## src/cht_pkg.sv

```systemverilog
// Package: shared types and constants for the chained hash table.
`default_nettype none
package cht_pkg;
	localparam int BUCKETS_DEF = 256;
	localparam int ENTRIES_DEF = 256;
	localparam int CNT_W = 9;
	localparam int KEY_W = 32;
	localparam int VAL_W = 64;

	typedef enum logic [1:0] {
		OP_INSERT = 2'd0,
		OP_LOOKUP = 2'd1,
		OP_DELETE = 2'd2,
		OP_NONE   = 2'd3
	} op_t;

	typedef enum logic [1:0] {
		ST_DONE = 2'd0,
		ST_MISS = 2'd1,
		ST_FULL = 2'd2
	} status_t;

	typedef enum logic [3:0] {
		S_IDLE,
		S_MOD,
		S_HEAD,
		S_HEADW,
		S_RD,
		S_RDW,
		S_CHK,
		S_FIN,
		S_OUT
	} state_t;
endpackage
`default_nettype wire

```

## src/cht_mod.sv

```systemverilog
// Module: iterative restoring remainder, one quotient bit per cycle.
`default_nettype none
module cht_mod import cht_pkg::*; #(
	parameter int DW = 64,
	parameter int NW = 13
) (
	input  wire logic          clk,
	input  wire logic          arst_n,
	input  wire logic          start,
	input  wire logic [DW-1:0] dividend,
	input  wire logic [NW-1:0] divisor,
	output logic               busy,
	output logic [NW-1:0]      rem
);
	localparam int CW = $clog2(DW + 1);
	logic [DW-1:0] dvd_q;
	logic [NW:0]   rem_q;
	logic [NW-1:0] dsr_q;
	logic [CW-1:0] cnt_q;
	logic [NW:0]   sh;
	logic [NW:0]   diff;

	assign sh   = {rem_q[NW-1:0], dvd_q[DW-1]};
	assign diff = sh - {1'b0, dsr_q};
	assign rem  = rem_q[NW-1:0];

	always_ff @(posedge clk or negedge arst_n) begin
		if (!arst_n) begin
			busy  <= 1'b0;
			cnt_q <= '0;
		end else if (start) begin
			busy  <= 1'b1;
			cnt_q <= CW'(DW);
		end else if (busy) begin
			cnt_q <= cnt_q - 1'b1;
			if (cnt_q == CW'(1)) busy <= 1'b0;
		end
	end

	always_ff @(posedge clk) begin
		if (start) begin
			dvd_q <= dividend;
			dsr_q <= divisor;
			rem_q <= '0;
		end else if (busy) begin
			dvd_q <= {dvd_q[DW-2:0], 1'b0};
			rem_q <= diff[NW] ? sh : diff;
		end
	end
endmodule
`default_nettype wire

```

## config.mk

```make
export PLATFORM = sky130hd
export DESIGN_NAME = cht_mod
export DESIGN_NICKNAME = d
export VERILOG_FILES = /design/src/cht_pkg.sv /design/src/cht_mod.sv
export SDC_FILE = /design/constraint.sdc
export NUM_CORES = 1
export LEC_CHECK = 0
export CORE_MARGIN = 2
export CORE_UTILIZATION = 40
export CTS_CLUSTER_SIZE = 28
export DETAILED_ROUTE_END_ITERATION = 10
export DONT_BUFFER_PORTS = 1
export PLACE_DENSITY_LB_ADDON = 0.15
export SLEW_MARGIN = 25
export SYNTH_ARGS = -nofsm -noshare
export SYNTH_HDL_FRONTEND = slang
export SYNTH_SLANG_ARGS = --single-unit
export TNS_END_PERCENT = 1
```

## constraint.sdc

```tcl
create_clock -name clk -period 2.4 [get_ports clk]
set_clock_uncertainty 0.1 [all_clocks]
set_input_delay 0.36 -clock clk [delete_from_list [all_inputs] [get_ports clk]]
set_output_delay 0.36 -clock clk [all_outputs]
set_load 0.02 [all_outputs]
```

==> key figures, run 1 <==
Yosys
  – Area leader, netlist: edfxtp_1
  – Ys flop type: edfxtp_1
  – Synth Area in XOR/XNOR: 2.93%
  – Register area share after synthesis: 58.0%
  – Net Count, Synth: 446
  – Synth cell types: 50
  – Top cells by area, synth: edfxtp_1 48%, mux2_2 15%, dfxtp_1 5.4%
  – Synth Area in Simple Gates: 6.75%
  – Synth Register Bits: 98
  – Synth Area in Compound Gates: 8.69%
  – Mux cell area share after synthesis: 16.4%
  – Most instantiated cells after synthesis: 77 x edfxtp_1, 63 x mux2_2, 25 x nor2_1
  – YS warnings: 0
  – Synthesized area: 0.00478 mm²
  – FFs w/ async S/R, synth: 8.16%
  – Synthesized instance count: 350
  – Post-synthesis adder-cell area fraction: 4.35%
  – Top cell type's share of synthesized area: 48.4%
  – Most common cell in the netlist: edfxtp_1
  – Mapped Avg Cell Area: 13.7 µm²
  – Largest family of logic cells by synthesized area: multiplexers
  – Post-synth EDFFs: 77

Final layout
  – Area occupied by multi-input gates: 0.00200 mm²
  – Seq. cell area: 0.00277 mm²
  – Filler cells: 1033
  – Area delta synth->final: 22.0%
  – Fin area: 0.00583 mm²
  – Diode count: 0
  – # nets final: 505
  – Share of cells above drive strength 1: 35.2%

Power
  – VDD IR max: 0.000378 V
  – Clk pwr share: 31.4%
  – P_sw: 0.00114 W
  – Cell Int Power: 0.00339 W
  – Switching share of power: 25.1%
  – Gate power share: 19.9%
  – Pwr Total: 0.00452 W
  – Seq pwr share: 48.7%
  – Leak pwr: 2.29 nW
  – Pwr dens: 776 mW/mm²

Worst setup path
  – Reg2reg end: rem_q[6]$_SDFFE_PP0P_
  – Worst Setup Start Kind: flip-flop
  – Critical-path top delay cell: or4_4
  – Reg2Reg Depth: 12
  – Crit path max fanout: 2
  – Worst-path cell chain: inv_1 -> ha_2 -> inv_1 -> fa_2 -> a211oi_2 -> buf_4 -> o21ai_1 -> a21oi_1 -> xnor2_1 -> or4_4 -> o31ai_2 -> nor3_1
  – CP delay by family, top: adder cells
  – CP most frequent cell: inv_1
  – Crit path arrival time: 2.64 ns
  – Crit path required time: 2.53 ns
  – Worst R2R Setup Slack: -0.11 ns
  – WP buf/inv: 3
  – Path length in cells of the critical path: 12
  – Crit Reg-Reg Startpoint: dvd_q[63]$_DFFE_PP_
  – Crit Path Class: reg -> reg
  – Crit end category: flip-flop
  – Largest stage delay on the critical path: 0.42 ns

STA
  – Endpoints failing hold: 5
  – Hold Worst Slack: -0.00766 ns
  – Min Clock Period, post-route: 2.51 ns
  – Max Clock Freq: 399 MHz
  – Crit path setup slack, layout: -0.106 ns
  – Setup violations, final: 1
  – Max transition margin: 67.0%
  – Worst-margin pin slew: 0.490 ns
  – Setup_tns: -0.106 ns
  – Fin crit share: 104%
  – Final slew viol count: 0
  – RSZ-0062 raised after global routing: true

Drt
  – DRC viols: 0
  – Routed wl met2: 4260 µm
  – DR pass1 iterations: 4
  – Max Used Layer: met4
  – Vias/cell: 5.21
  – DRT Wirelength: 9240 µm
  – Vias: 2894
  – Met3 wire length: 635 µm
  – DR WL/cell: 16.6 µm
  – Starting DRC count in detailed routing: 91
  – Detail Route Antenna Nets: 0
  – Post-Route M1 WL: 4100 µm

Clock network
  – Hold Buf Count CTS: 20
  – # H-tree levels: 3
  – Max Buffers Root-to-Sink: 2
  – CTS sink cnt: 98
  – Root Buffer: clkbuf_16
  – TritonCTS clock tree: built
  – Clock latency on the worst-skew pair: 0.35 ns
  – Clock Pin Slew Worst Setup and Hold Paths: 0.07 ns
  – Num CTS Buffers: 9

Placement
  – Setup WS pre-CTS: -0.193 ns
  – Port bufs: 0
  – DP Wirelength: 6160 µm
  – Placer Congestion: 0.825
  – Placed inst area: 0.00517 mm²

Global routing
  – Antenna violations before repair: 0
  – GRT Total Usage: 15.5%
  – First-pass GRT wire length: 15400 µm
  – Grt ovf: 0
  – Largest net degree at the start of global routing: 103
  – Vias in the first global route: 3088

Floorplan
  – Chip width: 113 µm
  – Die area: 0.0128 mm²
  – Num rows: 39
  – Die Ht: 113 µm
  – CORE AREA: 0.0115 mm²
  – Ports: 94
  – Initial core utilization: 41.5%

Hold path
  – Hold Path Stages: 1
  – Hold path start: start
  – Worst Hold End: rem_q[8]$_SDFFE_PP0P_
  – Hold Path Class: in -> reg

Job
  – MaxCap Viol Count: 0

Status
  – Failing checks: hold timing, setup timing
  – Status: finished, violations left
-- cells in the final DEF (no fill, tap or decap), drive strengths merged, types with 3 or more instances in the layout --
master / instances
inv: 21
dlygate4sd3: 20
xor2: 6
edfxtp: 77
xnor2: 10
and2: 3
mux2: 63
nor3: 7
clkinv: 3
dfrtp: 8
ha: 15
nand2: 13
a21oi: 8
a211oi: 8
clkbuf: 9
a21o: 6
nand3: 4
a311oi: 3
o21a: 4
o31ai: 3
buf: 41
o21ai: 7
dfxtp: 13
nor2: 27
mux2i: 6
-- power by group through the flow --
stage          clock [W]  sequential (W)  combinational, W
2_1_floorplan          0         0.00224          0.000558
3_3_place_gp           0         0.00224          0.000751
3_5_place_dp           0         0.00224          0.000765
4_1_cts          0.00146         0.00221          0.000886
5_1_grt          0.00151         0.00224          0.000987
6_report         0.00142         0.00220          0.000899
-- worst max-delay path by stage --
stage,slack (ns),startpoint,end
CTS,-0.05,dsr_q[6]$_DFFE_PP_,rem_q[6]$_SDFFE_PP0P_
detailed placement,-0.19,dsr_q[1]$_DFFE_PP_,rem_q[5]$_SDFFE_PP0P_
floorplan,-0.12,rem_q[0]$_SDFFE_PP0P_,rem_q[9]$_SDFFE_PP0P_
finish,-0.11,dvd_q[63]$_DFFE_PP_,rem_q[6]$_SDFFE_PP0P_
global placement,-0.14,dvd_q[63]$_DFFE_PP_,rem_q[6]$_SDFFE_PP0P_
global route,-0.21,dvd_q[63]$_DFFE_PP_,rem_q[6]$_SDFFE_PP0P_
-- cell type report --
type                    count  share of cell area, %
clock buffers               9                   3.86
clock inverters             5                  0.966
inverters                  20                   1.29
multi-input cells         219                   34.3
flip-flops and latches     98                   47.6
well taps                 143                   3.07
repair buffers             61                   8.93
-- per-layer routing --
layer	track usage (%)	vias to the layer above
li1	-	1423
met4	8.13	0
met2	24.0	68
met3	5.84	15
met5	0	-
met1	19.0	1388
-- cell families after synthesis --
kind of cell / Yosys count
muxes: 69
AOI/OAI and AO/OA: 52
DFF: 98
buffers and inverters: 34
and+or+nand+nor: 65
xor gates and xnor gates: 16
adders and majority gates: 16
-- timing repair --
item / 4_1_cts / 5_1_grt
setup endpoints to repair: 13 / 14
gates resized for setup: 16 / 4
hold endpoints to repair: 37 / 8
gates cloned: 1 / 0
pin swaps: 16 / 10
setup buffers: 6 / 1
-- metrics by stage --
stage,cells,hold slack (ns),utilization [%]
2_1_floorplan,350,-0.0356,-
6_report,555,-0.00766,50.6
4_1_cts,554,-0.0329,50.3
3_3_place_gp,514,-0.0353,44.9
3_5_place_dp,514,-0.0353,44.9
5_1_grt,555,-0.0326,50.6
-- state kept, by name (all words and copies together), names as in the netlist --
| register | cells |
|---|---|
| busy | 1 |
| dvd_q | 64 |
| rem_q | 13 |
| cnt_q | 7 |
| dsr_q | 13 |
-- worst reg2reg max path, stage by stage, from the launching register on --
cell	delay (ns)
edfxtp_1	0.39
inv_1	0.08
ha_2	0.18
inv_1	0.05
fa_2	0.35
a211oi_2	0.22
buf_4	0.14
o21ai_1	0.06
a21oi_1	0.16
xnor2_1	0.09
or4_4	0.42
o31ai_2	0.08
nor3_1	0.08
Power figures use the tool's default switching activity.
==> run 2: changes to the inputs <==
Settings changed: PLACE_DENSITY_LB_ADDON 0.15 to 0.25.
==> run 2 against run 1 <==
The flow finishes with violations (setup timing). Fmax increased by 2.4%. Via count increased by 1.4%. Sequential power about the same. Sequential share of layout area increased by 0.16 points. Register-to-register slack improved by 0.06 ns. Flip-flop and latch count unchanged. Cell count increased by 0.36%. Routed wire length increased by 1.8%. Critical path type unchanged.
==> key figures, run 2 (synthesis results as in run 1) <==
STA
  – Setup violations, final: 2 (+1)
  – Max transition margin: 71.5% (+4.4 points)
  – Worst-margin pin slew: 0.424 ns (-0.0658 ns)
  – Endpoints failing hold: 0 (-5)
  – Setup_tns: -0.0558 ns (+0.0503 ns)
  – Max Clock Freq: 409 MHz (+2.4%)
  – RSZ-0062 raised after global routing: true
  – Final slew viol count: 0 (unchanged)
  – Fin crit share: 102% (-2.5 points)
  – Min Clock Period, post-route: 2.45 ns (-0.0597 ns)
  – Crit path setup slack, layout: -0.0464 ns (+0.0597 ns)

Clock network
  – CTS sink cnt: 98 (unchanged)
  – Root Buffer: clkbuf_16
  – Clock latency on the worst-skew pair: 0.35 ns (about the same)
  – TritonCTS clock tree: built
  – Max Buffers Root-to-Sink: 2 (unchanged)
  – Clock Pin Slew Worst Setup and Hold Paths: 0.07 ns (about the same)
  – # H-tree levels: 3 (unchanged)
  – Num CTS Buffers: 9 (unchanged)

Final layout
  – Top Registers: dvd_q: 64 flops, dsr_q: 13 flops, rem_q: 13 flops
  – Max FFs per register: 64 (unchanged)
  – Top reg by flops: dvd_q
  – Highest-count cells in the layout ignoring fill and taps: 77 x edfxtp_1, 63 x mux2_2, 37 x buf_4, 25 x nor2_1, 22 x dlygate4sd3_1
  – Most common cell after layout, fill and taps aside: edfxtp_1
  – Filler cells: 1016 (-1.6%)
  – Share of cells above drive strength 1: 34.8% (-0.41 points)
  – Diode count: 0 (unchanged)
  – # nets final: 505 (unchanged)
  – Area delta synth->final: 21.5%

Status
  – Failing checks: setup timing
  – Status: finished, violations left

Power
  – Leak pwr: 2.29 nW (about the same)
  – VDD IR max: 0.000480 V (+27%)
  – Pwr dens: 766 mW/mm² (-1.3%)

Drt
  – Vias: 2935 (+1.4%)
  – DRT Wirelength: 9400 µm (+1.8%)
  – DRC viols: 0 (unchanged)
  – Starting DRC count in detailed routing: 137 (+51%)
  – DR pass1 iterations: 4 (unchanged)
  – Detail Route Antenna Nets: 0 (unchanged)
  – DR WL/cell: 16.9 µm (+1.4%)
  – Vias/cell: 5.27 (+1.1%)

Floorplan
  – Chip width: 113 µm (unchanged)
  – CORE AREA: 0.0115 mm² (unchanged)
  – Die Ht: 113 µm (unchanged)
  – Initial core utilization: 41.5% (unchanged)
  – Ports: 94 (unchanged)
  – Num rows: 39 (unchanged)
  – Die area: 0.0128 mm² (unchanged)

Hold path
  – Hold Path Class: in -> reg
  – Hold Path Stages: 1 (unchanged)
  – Worst Hold End: rem_q[12]$_SDFFE_PP0P_
  – Hold path start: start

Worst setup path
  – Worst R2R Setup Slack: -0.05 ns (+0.06 ns)
  – Worst Setup Start Kind: flip-flop
  – Crit path required time: 2.53 ns (about the same)
  – Reg2Reg Depth: 10 (-2)
  – Crit Reg-Reg Startpoint: dsr_q[10]$_DFFE_PP_
  – Crit Path Class: reg -> reg
  – Reg2reg end: rem_q[6]$_SDFFE_PP0P_
  – Crit end category: flip-flop
  – Crit path arrival time: 2.58 ns (-0.06 ns)
  – Crit path max fanout: 4 (+2)

Placement
  – Placer Congestion: 0.808 (-2.0%)
  – Port bufs: 0 (unchanged)
  – DP Wirelength: 6150 µm (-0.25%)
  – Setup WS pre-CTS: -0.151 ns (+0.0423 ns)

Global routing
  – GRT Total Usage: 15.5% (about the same)
  – Largest net degree at the start of global routing: 103 (unchanged)
  – Vias in the first global route: 3105 (+0.55%)
  – Grt ovf: 0 (unchanged)
  – First-pass GRT wire length: 15500 µm (+0.85%)
  – Antenna violations before repair: 0 (unchanged)

Job
  – MaxCap Viol Count: 0 (unchanged)
## run 2: cell types whose count changed in the layout (fill, tap and decap cells not counted), sizes merged
cell         previous run  this run
buf                    41        39
dlygate4sd3            20        22
inv                    21        23
bufinv                  1         0
clkinvlp                0         1
## run 2: how the worst max path moves through the flow
stage                                     start                      to  slack [ns]  depth (start not counted)
after floorplan           rem_q[0]$_SDFFE_PP0P_   rem_q[9]$_SDFFE_PP0P_       -0.12                          9
after global placement      dvd_q[63]$_DFFE_PP_  rem_q[12]$_SDFFE_PP0P_       -0.08                         11
after detailed placement     dsr_q[1]$_DFFE_PP_   rem_q[0]$_SDFFE_PP0P_       -0.15                         10
after CTS                   dsr_q[10]$_DFFE_PP_  rem_q[11]$_SDFFE_PP0P_       -0.04                          9
after global routing        dvd_q[63]$_DFFE_PP_   rem_q[6]$_SDFFE_PP0P_       -0.16                         11
final                       dsr_q[10]$_DFFE_PP_   rem_q[6]$_SDFFE_PP0P_       -0.05                         10
## run 2: metal layers
metal	global-route usage [%]	share of wire [%]	vias to the layer above
met3	7.66	7.9	7
met1	19.1	43	1435
met4	4.07	1.2	0
met2	24.4	48	69
met5	0	0	-
li1	-	-	1424
## run 2: area by class of cell
cell class | instances | area [µm²] | share of cell area, %
clock buffers | 9 | 225 | 3.88
clock inverters | 7 | 51.3 | 0.883
inverters | 20 | 75.1 | 1.29
multi-input cells | 219 | 1980 | 34.0
flip-flops and latches | 98 | 2770 | 47.7
well taps | 143 | 179 | 3.08
repair buffers | 61 | 529 | 9.11
## run 2: worst max-delay path, cell delays in order, from the launching register on
cell and delay (ns):
edfxtp_1 0.40, inv_2 0.08, ha_4 0.19, a21o_1 0.18
a31o_4 0.27, mux2i_4 0.19, o41ai_4 0.11, buf_6 0.16
or4_1 0.50, o31ai_1 0.08, nor3_1 0.07
## run 2: stage by stage
step / area [µm²] / hold slack (ns) / cells / util (%) / power, W
floorplan: 4780 / -0.0356 / 350 / - / 0.00280
global placement: 5190 / -0.0353 / 516 / 45.0 / 0.00298
detailed placement: 5190 / -0.0354 / 516 / 45.0 / 0.00300
CTS: 5730 / -0.0320 / 555 / 49.8 / 0.00448
global route: 5810 / -0.0211 / 557 / 50.4 / 0.00470
finish: 5810 / 0.0215 / 557 / 50.4 / 0.00445
## run 2: report_power, final
part / switching (W) / internal [W] / total [W]
logic: 0.000397 / 0.000486 / 0.000883
clock network: 0.000654 / 0.000711 / 0.00136
registers: 0.000104 / 0.00210 / 0.00220
## run 2: what timing repair did
action,in CTS,in global routing
setup buffers,2,0
pin swaps,7,8
endpoints found under the hold margin,37,2
cloned,1,0
hold buffers,20,2
setup endpoints to repair,13,13
gates resized for setup,8,10
